<file path="src/sv/rmq_pkg.sv">
`timescale 1ns / 1ps
// Shared constants and types for the rotation matrix to quaternion converter.
// No dependencies.
package rmq_pkg;

   localparam int FRAC_BITS = 14;
   localparam int IN_W      = 16;
   localparam int OUT_W     = 16;
   localparam int RAD_W     = 17;
   localparam int NUM_W     = 17;
   localparam int ROOT_W    = 16;
   localparam int SQ_BITS   = 2;
   localparam int SQ_LAT    = ROOT_W / SQ_BITS;
   localparam int QBITS     = 15;
   localparam int DIV_BITS  = 3;
   localparam int DIV_STEPS = QBITS / DIV_BITS;
   localparam int DIV_LAT   = DIV_STEPS + 2;
   localparam int TOTAL_LAT = SQ_LAT + DIV_LAT + 2;
   localparam int SAT_LIM   = ((1 << FRAC_BITS) > 32767) ? 32767 : (1 << FRAC_BITS);

   typedef enum logic [1:0] {
      CASE_TRACE = 2'd0,
      CASE_X     = 2'd1,
      CASE_Y     = 2'd2,
      CASE_Z     = 2'd3
   } case_type;

endpackage

</file>
<file path="src/sv/rmq_sqrt.sv">
`timescale 1ns / 1ps
// Pipelined integer square root of (radicand << FRAC_BITS), two root bits per stage.
// Depends on rmq_pkg.
module rmq_sqrt
   import rmq_pkg::*;
(
   input  logic              clock,
   input  logic              en,
   input  logic [RAD_W-1:0]  rad,
   output logic [ROOT_W-1:0] root
);

   logic [32:0]       rem_ff  [SQ_LAT];
   logic [ROOT_W-1:0] root_ff [SQ_LAT];

   for (genvar j = 0; j < SQ_LAT; j++) begin : g_stage
      logic [32:0]       rem_src, rem_in;
      logic [ROOT_W-1:0] root_src, root_in;
      if (j == 0) begin : g_first
         assign rem_src  = 33'({rad, {FRAC_BITS{1'b0}}});
         assign root_src = '0;
      end else begin : g_next
         assign rem_src  = rem_ff[j-1];
         assign root_src = root_ff[j-1];
      end
      always_comb begin
         logic [32:0] trial;
         int k;
         rem_in  = rem_src;
         root_in = root_src;
         for (int b = 0; b < SQ_BITS; b++) begin
            k = ROOT_W - 1 - SQ_BITS * j - b;
            trial = (33'(root_in) << (k + 1)) | (33'd1 << (2 * k));
            if (rem_in >= trial) begin
               rem_in  = rem_in - trial;
               root_in = root_in | (ROOT_W'(1) << k);
            end
         end
      end
      always_ff @(posedge clock) begin
         if (en) begin
            rem_ff[j]  <= rem_in;
            root_ff[j] <= root_in;
         end
      end
   end

   assign root = root_ff[SQ_LAT-1];

endmodule

</file>
<file path="src/sv/rmq_div.sv">
`timescale 1ns / 1ps
// Pipelined rounded division round(num * 2^FRAC_BITS / (2 * root)), saturated.
// Depends on rmq_pkg.
module rmq_div
   import rmq_pkg::*;
(
   input  logic                     clock,
   input  logic                     en,
   input  logic signed [NUM_W-1:0]  num,
   input  logic [ROOT_W-1:0]        root,
   output logic signed [OUT_W-1:0]  quot
);

   logic [31:0]         rem_ff  [DIV_STEPS+1];
   logic [QBITS-1:0]    q_ff    [DIV_STEPS+1];
   logic [ROOT_W:0]     dv_ff   [DIV_STEPS+1];
   logic                neg_ff  [DIV_STEPS+1];
   logic                ovf_ff  [DIV_STEPS+1];
   logic                zero_ff [DIV_STEPS+1];
   logic signed [OUT_W-1:0] quot_ff;

   logic [NUM_W-1:0] mag;
   logic [31:0]      dd;
   logic [ROOT_W:0]  dv;

   assign mag = num[NUM_W-1] ? NUM_W'(-num) : NUM_W'(num);
   assign dd  = 32'({mag, {FRAC_BITS{1'b0}}}) + 32'(root);
   assign dv  = {root, 1'b0};

   always_ff @(posedge clock) begin
      if (en) begin
         rem_ff[0]  <= dd;
         q_ff[0]    <= '0;
         dv_ff[0]   <= dv;
         neg_ff[0]  <= num[NUM_W-1];
         ovf_ff[0]  <= 33'(dd) >= (33'(dv) << QBITS);
         zero_ff[0] <= (root == '0);
      end
   end

   for (genvar s = 1; s <= DIV_STEPS; s++) begin : g_step
      logic [31:0]      rem_in;
      logic [QBITS-1:0] q_in;
      always_comb begin
         logic [31:0] sub;
         int k;
         rem_in = rem_ff[s-1];
         q_in   = q_ff[s-1];
         for (int b = 0; b < DIV_BITS; b++) begin
            k = QBITS - 1 - DIV_BITS * (s - 1) - b;
            sub = 32'(dv_ff[s-1]) << k;
            if (rem_in >= sub) begin
               rem_in = rem_in - sub;
               q_in   = q_in | (QBITS'(1) << k);
            end
         end
      end
      always_ff @(posedge clock) begin
         if (en) begin
            rem_ff[s]  <= rem_in;
            q_ff[s]    <= q_in;
            dv_ff[s]   <= dv_ff[s-1];
            neg_ff[s]  <= neg_ff[s-1];
            ovf_ff[s]  <= ovf_ff[s-1];
            zero_ff[s] <= zero_ff[s-1];
         end
      end
   end

   logic [OUT_W-1:0] qmag;
   always_comb begin
      priority if (zero_ff[DIV_STEPS]) begin
         qmag = '0;
      end else if (ovf_ff[DIV_STEPS] || (OUT_W'(q_ff[DIV_STEPS]) > OUT_W'(SAT_LIM))) begin
         qmag = OUT_W'(SAT_LIM);
      end else begin
         qmag = OUT_W'(q_ff[DIV_STEPS]);
      end
   end

   always_ff @(posedge clock) begin
      if (en) begin
         quot_ff <= neg_ff[DIV_STEPS] ? OUT_W'(-qmag) : OUT_W'(qmag);
      end
   end

   assign quot = quot_ff;

endmodule

</file>
<file path="src/sv/rotation_matrix_to_quaternion.sv">
`timescale 1ns / 1ps
// Top level: 3x3 rotation matrix (Q1.14) to unit quaternion, Shepperd's method.
// Depends on rmq_pkg, rmq_sqrt, rmq_div.
//
// One transaction is accepted every clock cycle while the pipeline advances: an
// input register holds the selected case, radicand and numerators, eight
// stages of the square root resolve two root bits each, seven divider stages (an
// operand register, five stages of three quotient bits each and a saturation
// register) divide the three numerators by twice the root, and one output
// register selects the components. The whole pipeline advances together
// whenever the output register is empty or being taken, so a stalled result holds
// every stage and nothing is lost or repeated. Components saturate to +/-1.0.
module rotation_matrix_to_quaternion
   import rmq_pkg::*;
(
   input  logic                    clock,
   input  logic                    reset,
   input  logic                    req_valid,
   output logic                    req_ready,
   input  logic signed [IN_W-1:0]  req_r00,
   input  logic signed [IN_W-1:0]  req_r01,
   input  logic signed [IN_W-1:0]  req_r02,
   input  logic signed [IN_W-1:0]  req_r10,
   input  logic signed [IN_W-1:0]  req_r11,
   input  logic signed [IN_W-1:0]  req_r12,
   input  logic signed [IN_W-1:0]  req_r20,
   input  logic signed [IN_W-1:0]  req_r21,
   input  logic signed [IN_W-1:0]  req_r22,
   output logic                    rsp_valid,
   input  logic                    rsp_ready,
   output logic signed [OUT_W-1:0] rsp_quat_x,
   output logic signed [OUT_W-1:0] rsp_quat_y,
   output logic signed [OUT_W-1:0] rsp_quat_z,
   output logic signed [OUT_W-1:0] rsp_quat_w,
   output logic [1:0]              rsp_case_used
);

   localparam int SEL_LAT = SQ_LAT + DIV_LAT;

   logic en;
   logic valid_ff [TOTAL_LAT];

   assign en        = !valid_ff[TOTAL_LAT-1] || rsp_ready;
   assign req_ready = en;
   assign rsp_valid = valid_ff[TOTAL_LAT-1];

   always_ff @(posedge clock) begin
      if (reset) begin
         for (int i = 0; i < TOTAL_LAT; i++) valid_ff[i] <= 1'b0;
      end else if (en) begin
         valid_ff[0] <= req_valid;
         for (int i = 1; i < TOTAL_LAT; i++) valid_ff[i] <= valid_ff[i-1];
      end
   end

   // case select and radicand
   logic signed [18:0] t, rad_s;
   case_type           sel_in;
   logic signed [NUM_W-1:0] na_in, nb_in, nc_in;
   logic signed [NUM_W-1:0] d_xy, d_yz, d_xz, s_01, s_02, s_12;

   assign t    = 19'(req_r00) + 19'(req_r11) + 19'(req_r22) + 19'(1 << FRAC_BITS);
   assign d_xy = NUM_W'(req_r21) - NUM_W'(req_r12);
   assign d_yz = NUM_W'(req_r02) - NUM_W'(req_r20);
   assign d_xz = NUM_W'(req_r10) - NUM_W'(req_r01);
   assign s_01 = NUM_W'(req_r01) + NUM_W'(req_r10);
   assign s_02 = NUM_W'(req_r02) + NUM_W'(req_r20);
   assign s_12 = NUM_W'(req_r12) + NUM_W'(req_r21);

   always_comb begin
      priority if (t > 0) begin
         sel_in = CASE_TRACE;
         rad_s  = t;
         na_in  = d_xy;
         nb_in  = d_yz;
         nc_in  = d_xz;
      end else if (req_r00 > req_r11 && req_r00 > req_r22) begin
         sel_in = CASE_X;
         rad_s  = 19'(1 << FRAC_BITS) + 19'(req_r00) - 19'(req_r11) - 19'(req_r22);
         na_in  = s_01;
         nb_in  = s_02;
         nc_in  = d_xy;
      end else if (req_r11 > req_r22) begin
         sel_in = CASE_Y;
         rad_s  = 19'(1 << FRAC_BITS) + 19'(req_r11) - 19'(req_r00) - 19'(req_r22);
         na_in  = s_01;
         nb_in  = s_12;
         nc_in  = d_yz;
      end else begin
         sel_in = CASE_Z;
         rad_s  = 19'(1 << FRAC_BITS) + 19'(req_r22) - 19'(req_r00) - 19'(req_r11);
         na_in  = s_02;
         nb_in  = s_12;
         nc_in  = d_xz;
      end
   end

   logic [RAD_W-1:0]        rad_ff;
   logic signed [NUM_W-1:0] na_ff [SQ_LAT+1];
   logic signed [NUM_W-1:0] nb_ff [SQ_LAT+1];
   logic signed [NUM_W-1:0] nc_ff [SQ_LAT+1];
   case_type                sel_ff [SEL_LAT+1];

   always_ff @(posedge clock) begin
      if (en) begin
         rad_ff    <= rad_s[18] ? '0 : rad_s[RAD_W-1:0];
         na_ff[0]  <= na_in;
         nb_ff[0]  <= nb_in;
         nc_ff[0]  <= nc_in;
         sel_ff[0] <= sel_in;
         for (int i = 1; i <= SQ_LAT; i++) begin
            na_ff[i] <= na_ff[i-1];
            nb_ff[i] <= nb_ff[i-1];
            nc_ff[i] <= nc_ff[i-1];
         end
         for (int i = 1; i <= SEL_LAT; i++) sel_ff[i] <= sel_ff[i-1];
      end
   end

   logic [ROOT_W-1:0] root;

   rmq_sqrt u_sqrt (
      .clock (clock),
      .en    (en),
      .rad   (rad_ff),
      .root  (root)
   );

   // root is aligned with numerator delay index SQ_LAT
   logic [ROOT_W:0]         half_w;
   logic signed [OUT_W-1:0] half_in;
   logic signed [OUT_W-1:0] half_ff [DIV_LAT];

   assign half_w  = ({1'b0, root} + 17'd1) >> 1;
   assign half_in = (half_w > 17'(SAT_LIM)) ? OUT_W'(SAT_LIM) : OUT_W'(half_w);

   always_ff @(posedge clock) begin
      if (en) begin
         half_ff[0] <= half_in;
         for (int i = 1; i < DIV_LAT; i++) half_ff[i] <= half_ff[i-1];
      end
   end

   logic signed [OUT_W-1:0] qa, qb, qc;

   rmq_div u_div_a (.clock(clock), .en(en), .num(na_ff[SQ_LAT]), .root(root), .quot(qa));
   rmq_div u_div_b (.clock(clock), .en(en), .num(nb_ff[SQ_LAT]), .root(root), .quot(qb));
   rmq_div u_div_c (.clock(clock), .en(en), .num(nc_ff[SQ_LAT]), .root(root), .quot(qc));

   logic signed [OUT_W-1:0] x_in, y_in, z_in, w_in;
   logic signed [OUT_W-1:0] x_ff, y_ff, z_ff, w_ff;
   case_type                case_ff;
   logic signed [OUT_W-1:0] hv;
   case_type                sv_sel;

   assign hv     = half_ff[DIV_LAT-1];
   assign sv_sel = sel_ff[SEL_LAT];

   always_comb begin
      unique case (sv_sel)
         CASE_TRACE: begin x_in = qa; y_in = qb; z_in = qc; w_in = hv; end
         CASE_X:     begin x_in = hv; y_in = qa; z_in = qb; w_in = qc; end
         CASE_Y:     begin x_in = qa; y_in = hv; z_in = qb; w_in = qc; end
         CASE_Z:     begin x_in = qa; y_in = qb; z_in = hv; w_in = qc; end
         default:    begin x_in = qa; y_in = qb; z_in = qc; w_in = hv; end
      endcase
   end

   always_ff @(posedge clock) begin
      if (en) begin
         x_ff    <= x_in;
         y_ff    <= y_in;
         z_ff    <= z_in;
         w_ff    <= w_in;
         case_ff <= sv_sel;
      end
   end

   assign rsp_quat_x    = x_ff;
   assign rsp_quat_y    = y_ff;
   assign rsp_quat_z    = z_ff;
   assign rsp_quat_w    = w_ff;
   assign rsp_case_used = case_ff;

   a_stall_only_when_full: assert property (@(posedge clock) disable iff (reset)
      !req_ready |-> rsp_valid)
      else $error("input stalled with empty output");

   a_trace_w_nonneg: assert property (@(posedge clock) disable iff (reset)
      rsp_valid && rsp_case_used == CASE_TRACE |-> !rsp_quat_w[OUT_W-1])
      else $error("negative w in trace case");

   a_root_comp_nonneg: assert property (@(posedge clock) disable iff (reset)
      rsp_valid |-> !(rsp_case_used == CASE_X && rsp_quat_x[OUT_W-1]) &&
                    !(rsp_case_used == CASE_Y && rsp_quat_y[OUT_W-1]) &&
                    !(rsp_case_used == CASE_Z && rsp_quat_z[OUT_W-1]))
      else $error("negative root component");

   a_saturated: assert property (@(posedge clock) disable iff (reset)
      rsp_valid |-> rsp_quat_x <= OUT_W'(SAT_LIM) && rsp_quat_x >= -OUT_W'(SAT_LIM) &&
                    rsp_quat_y <= OUT_W'(SAT_LIM) && rsp_quat_y >= -OUT_W'(SAT_LIM) &&
                    rsp_quat_z <= OUT_W'(SAT_LIM) && rsp_quat_z >= -OUT_W'(SAT_LIM) &&
                    rsp_quat_w <= OUT_W'(SAT_LIM) && rsp_quat_w >= -OUT_W'(SAT_LIM))
      else $error("component beyond saturation limit");

endmodule
</file>
<file path="config.mk">
export PLATFORM = sky130hd
export DESIGN_NAME = rotation_matrix_to_quaternion
export DESIGN_NICKNAME = d
export VERILOG_FILES = /design/src/sv/rmq_pkg.sv /design/src/sv/rmq_sqrt.sv /design/src/sv/rmq_div.sv /design/src/sv/rotation_matrix_to_quaternion.sv
export SDC_FILE = /design/constraint.sdc
export NUM_CORES = 2
export LEC_CHECK = 0
export BUFFER_PORTS_ARGS = -buffer_cell sky130_fd_sc_hd__buf_2
export CAP_MARGIN = 20
export CORE_UTILIZATION = 35
export DETAILED_ROUTE_END_ITERATION = 16
export PLACE_DENSITY = 0.6
export SYNTH_ARGS = -nofsm -noshare
export SYNTH_HDL_FRONTEND = slang
export SYNTH_SLANG_ARGS = --single-unit
export TNS_END_PERCENT = 5
</file>
<file path="constraint.sdc">
create_clock -name clock -period 48.7 [get_ports clock]
set_input_delay 2.435 -clock clock [delete_from_list [all_inputs] [get_ports clock]]
set_output_delay 2.435 -clock clock [all_outputs]
set_load 0.01 [all_outputs]
</file>
# Yosys cells after proc, flatten, opt, wreduce, memory -nomap -nowiden
# Memories as Yosys holds them, arrays and structs flattened.
# Cells that the tools add are included.
dict set report op_classes {
  n_addsub 89
  bitwise 17
  n_eq_ne 3
  muxes 176
  magnitude_cmp 72
  n_reduce_logical 12
}
# operator count
set ops {}
lappend ops {{$mux 32} 45}
lappend ops {{$mux 33} 16}
lappend ops {{$mux 17} 11}
lappend ops {{$mux 16} 8}
lappend ops {{$mux 15} 7}
lappend ops {{$add 31x16->32} 3}
lappend ops {{$ge 32x17->1} 3}
lappend ops {{$ge 32x18->1} 3}
lappend ops {{$ge 32x19->1} 3}
lappend ops {{$ge 32x20->1} 3}
lappend ops {{$ge 32x21->1} 3}
lappend ops {{$ge 32x22->1} 3}
lappend ops {{$ge 32x23->1} 3}
lappend ops {{$ge 32x24->1} 3}
lappend ops {{$ge 32x25->1} 3}
lappend ops {{$ge 32x26->1} 3}
lappend ops {{$ge 32x27->1} 3}
lappend ops {{$ge 32x28->1} 3}
lappend ops {{$ge 32x29->1} 3}
lappend ops {{$ge 32x30->1} 3}
lappend ops {{$ge 32x31->1} 3}
lappend ops {{$ge 32x32->1} 3}
lappend ops {{$pmux 16 s3} 2}
lappend ops {{$sub 32x17->32} 3}
lappend ops {{other kinds (86)} 226}
dict set report word_totals {
  wordCells 404
  ramBits 2218
  memories 26
  ff_bits 131
  in_bits 148
  out_inout_bits 68
}
# name depth word_bits rd rd_ports_with_merged_regs write_ports line_no
set mem_list {}
lappend mem_list {u_sqrt.rem_ff 8 33 7 0 8 rmq_sqrt.sv:13} ;# logic [32:0] rem_ff [SQ_LAT];
lappend mem_list {u_div_a.rem_ff 6 32 5 0 6 rmq_div.sv:14} ;# logic [31:0] rem_ff [DIV_STEPS+1];
lappend mem_list {u_div_b.rem_ff 6 32 5 0 6 rmq_div.sv:14}
lappend mem_list {u_div_c.rem_ff 6 32 5 0 6 rmq_div.sv:14}
lappend mem_list {na_ff 9 17 9 0 9 rotation_matrix_to_quaternion.sv:99} ;# logic signed [NUM_W-1:0] na_ff [SQ_LAT+1];
lappend mem_list {nb_ff 9 17 9 0 9 rotation_matrix_to_quaternion.sv:100} ;# logic signed [NUM_W-1:0] nb_ff [SQ_LAT+1];
lappend mem_list {{20 more memories} - - - - - -}

# Logic depth before layout (Yosys ltp)
# An unclocked memory read counts as a cell.
dict set report logic_depth {
  depth_word 7
  depth_mapped 45
  depth_no_buf 40
}

# By module
# From an unflattened synthesis, not the netlist that was laid out.
dict set report hier_totals {
  cells_unflattened 12995
  hier_area_um2 129492.9
}
# mod n_inst cells_per_inst area_per_inst_um2 seq_area_each_um2
set by_module_without_submodules {}
lappend by_module_without_submodules {rotation_matrix_to_quaternion 1 2610 35516.6 21110.2}
lappend by_module_without_submodules {{rmq_div at u_div_b} 1 2915 26001.2 8137.8}
lappend by_module_without_submodules {{rmq_div at u_div_a} 1 2900 25922.4 8137.8}
lappend by_module_without_submodules {{rmq_div at u_div_c} 1 2945 25866.1 8137.8}
lappend by_module_without_submodules {rmq_sqrt 1 1625 16186.8 6606.3}

# Least setup slack after synthesis
# Ideal clock, no wire load.
dict set report synth_timing {
  kind {input port to flip-flop}
  startpoint {in rsp_ready}
  endpoint {mem valid_ff[0][0] (enable)}
  t_required_ps 48323
  setup_ps 377
  path_stages 2
  path_buffers 0
  arrival_time_ps 43574
  path_slack_ps 4749
  path_cell_list {nand2b_1 -> or2_2}
}
# item line_no
set synth_lines {}
lappend synth_lines {{from (decl)} rotation_matrix_to_quaternion.sv:30} ;# input logic rsp_ready,
lappend synth_lines {{to (decl)} rotation_matrix_to_quaternion.sv:41} ;# logic valid_ff [TOTAL_LAT];

==> results.toml <==
[critical_path]
start_kind = "flip-flop"
critPathKind = "flip-flop to flip-flop"
critPathMostFrequentCell = "o21ai_0"
worstSetupEndpointType = "flip-flop"
worst_r2r_path_depth = 37
critPathMaxStageDelay_ns = 0.79
crit_fanout = 25
r2r-start = "u_div_a.rem_ff[3][6]$_DFFE_PP_"
critical_path_required_ns = 49.28
crit_start = "u_div_a.rem_ff[3][6]$_DFFE_PP_"
cpMaxStageDelayCell = "nor4_2"
cp_top_family = "compound AO/OA/AOI/OAI gates"
arrival_ns = 12.63
ff2ff_setup_slack_ns = 36.64
r2r_end = "u_div_a.rem_ff[4][8]$_DFFE_PP_"
crit_buf_inv = 4

[global_route]
track_usage_pct = 17.6
grt_pass1_wl_um = 493000
grt_antenna_before_repair = 19
grt_pass1_vias = 87600
gr-total-overflow = 0
grt_max_degree = 196

[logic_synthesis]
synth_top_area_cell = "edfxtp_1"
syn-cell-area_mm2 = 0.121
synth_edf_count = 1564
yosysWarnings = 0
ys_top_cells_by_area = "edfxtp_1 39%, ha_1 13%, xnor2_1 4.7%, a21oi_1 3.9%, o21ai_0 3.4%"
ys_seq_elements = 1564
synthArstFlopShare_pct = 0
ys_seq_area_share_pct = 38.9
syn_area_per_cell_um2 = 9.73
yosysTopAreaCellShare_pct = 38.9
syn-instance-count = 12400
synth_cell_type_count = 110
ys.flop_type = "edfxtp_1"

[clock_network]
htree_levels = 4
cts_repair_resize_count = 0
worstSkewPairLatency_ns = 0.85
post_cts_buffers = 0
path_clk_slew_ns = 0.06
cts_buffer_depth = 4
cts_tree = "done"
hold_buffers = 0
cts_root_buf = "clkbuf_16"
cts_made_buffers = 180
clock-sinks = 1564

[timing]
finalSetupViolCount = 0
skew_ns = 0.0629
drv_slew = 0
setup_tns_ns = 0
max_slew_margin_pct = 21.2
grt_setup_unrepaired = "no"
fmax_ghz = 0.0829
period_minus_slack_ns = 12.06
worstMarginPinSlew_ns = 1.18
timing.final.crit_share_pct = 24.8
hold_viol = 0

[power]
comb_power_share_pct = 62.1
power_density_mw_per_mm2 = 79.4
power_mw = 10.6
p_clk_share_pct = 12.5
cellInternalPower_mw = 5.84
seqPwrFrac_pct = 25.4
switching_share_pct = 44.9
p_leak_nw = 54.8
peakVddDrop_mv = 0.0464
switching_power_mw = 4.76

[die]
pin_count = 216
core_region_area_mm2 = 0.343
die_area_mm2 = 0.348
start_util_pct = 35.2
die_height_um = 590
rows = 215
die_w_um = 590

[placed_design]
numPortBuffers = 215
gp_congestion = 0.922
dp_hpwl_um = 247000

[drt]
drt-total-wl_um = 317000
drtAntennaViolNets = 0
drc = 0
first_pass_iters = 8
via_count = 93100
drt_iter0_drc = 6774
post_drt_wl_per_cell_um = 18.3
via_per_inst = 5.36

[final_layout]
area_delta_synth_final_pct = 10.4
layout_common_cells = "1,564 x edfxtp_1, 1,210 x ha_1, 1,052 x nor2_1, 1,009 x nand2_1, 941 x a21oi_1"
layout-drive-gt1-share_pct = 7.79
final_net_count = 14200
final_core_utilization_pct = 38.9
layout_commonest_cell = "edfxtp_1"

[hold_path]
hold_end = "u_div_a.q_ff[5][14]$_DFFE_PP_"
worstHoldPathCells = 0
hold_path_class = "flip-flop to flip-flop"
hp-start = "u_div_a.q_ff[4][14]$_DFFE_PP_"

[flow_run]
drv_cap = 0

[status]
outcome = "finished clean"
## area by class of cell
type                            instances  area [µm²]
Sequential cell                      1564       47000
Fill cell                           33900      210000
Clock buffer                          203        4590
Multi-Input combinational cell       9881       70300
Tap cell                             4557        5700
Timing Repair Buffer                  342        2060
Clock inverter                        110        1120
Antenna cell                           11        27.5
Inverter                              704        2640
## power groups by stage
stage / combinational [mW] / sequential [mW] / clock [mW]
6_report: 6.58 / 2.69 / 1.33
5_1_grt: 7.32 / 2.75 / 1.41
4_1_cts: 6.53 / 2.69 / 1.36
3_5_place_dp: 6.49 / 2.72 / 0
3_3_place_gp: 6.44 / 2.71 / 0
2_1_floorplan: 5.05 / 2.54 / 0
## cells in the mapped netlist (27+ instances only)
cell type / instances
o2111ai_1: 27
xor2_1: 354
o21bai_1: 115
fa_1: 123
mux2i_1: 70
a31oi_1: 80
nand3b_1: 46
or3_1: 121
and4_1: 29
o21ai_0: 823
a21o_1: 320
nor2b_1: 177
nor3b_1: 35
o31a_1: 33
nor4_1: 114
a22oi_1: 45
and3_1: 90
nand2b_1: 167
o22ai_1: 40
nor3_1: 289
xnor2_1: 653
edfxtp_1: 1564
inv_1: 692
nand4_1: 179
mux2_2: 217
o31ai_1: 150
ha_1: 1211
a2111oi_0: 32
a21oi_1: 941
and2_1: 103
a211o_1: 36
o21a_1: 167
nand3_1: 234
nand2_1: 1009
a211oi_1: 88
o211ai_1: 78
clkbuf_1: 231
or2_2: 64
a21boi_0: 70
o41ai_1: 43
or4_1: 61
nor2_1: 1052
## kinds of logic (layout without fill, tap and decap cells)
logic type / after synthesis / after routing / share of synthesized area, %
and+or+nand+nor: 3872 / 3872 / 15.7
adders and majority gates: 1334 / 1334 / 14.6
DFF: 1564 / 1564 / 38.9
muxes: 294 / 294 / 2.69
other: 1 / 18 / 0.00310
AOI/OAI and AO/OA: 3367 / 3367 / 17.8
buffers and inverters: 987 / 1359 / 3.11
xor gates and xnor gates: 1007 / 1007 / 7.30
## routing by layer
| layer | wire (µm) | global-route usage (%) |
|---|---|---|
| met1 | 144000 | 23.6 |
| met5 | 78 | 0 |
| met3 | 14500 | 1.76 |
| met4 | 11800 | 6.24 |
| met2 | 147000 | 29.7 |
## stage by stage
stage,hold slack (ns),setup WS [ns],cells,instance area [µm²]
after floorplan,0.400,4.75,12400,121000
after global placement,0.400,36.75,17000,128000
after detailed placement,0.405,36.76,17000,128000
after CTS,0.399,36.76,17400,133000
after global routing,0.402,35.56,17400,133000
final,0.401,36.64,17400,133000
## worst max path at each step
stage,to,cells past startpoint,slack [ns]
floorplan,valid_ff[0][0]$_SDFFCE_PN0P_,2,4.75
global placement,u_div_a.rem_ff[4][14]$_DFFE_PP_,37,36.75
detailed placement,u_div_a.rem_ff[4][16]$_DFFE_PP_,37,36.76
CTS,u_div_a.rem_ff[4][16]$_DFFE_PP_,37,36.76
global route,u_div_a.rem_ff[4][15]$_DFFE_PP_,37,35.56
finish,u_div_a.rem_ff[4][8]$_DFFE_PP_,37,36.64
## flip-flops by register name, summed over array words and instances, names as in the netlist, 72 cells and up
name	flops
u_sqrt.rem_ff	148
nb_ff	153
u_sqrt.root_ff	72
u_div_b.rem_ff	112
na_ff	153
half_ff	112
u_div_c.rem_ff	112
u_div_a.rem_ff	160
nc_ff	153
No activity file was read; power rests on OpenSTA's default activity.
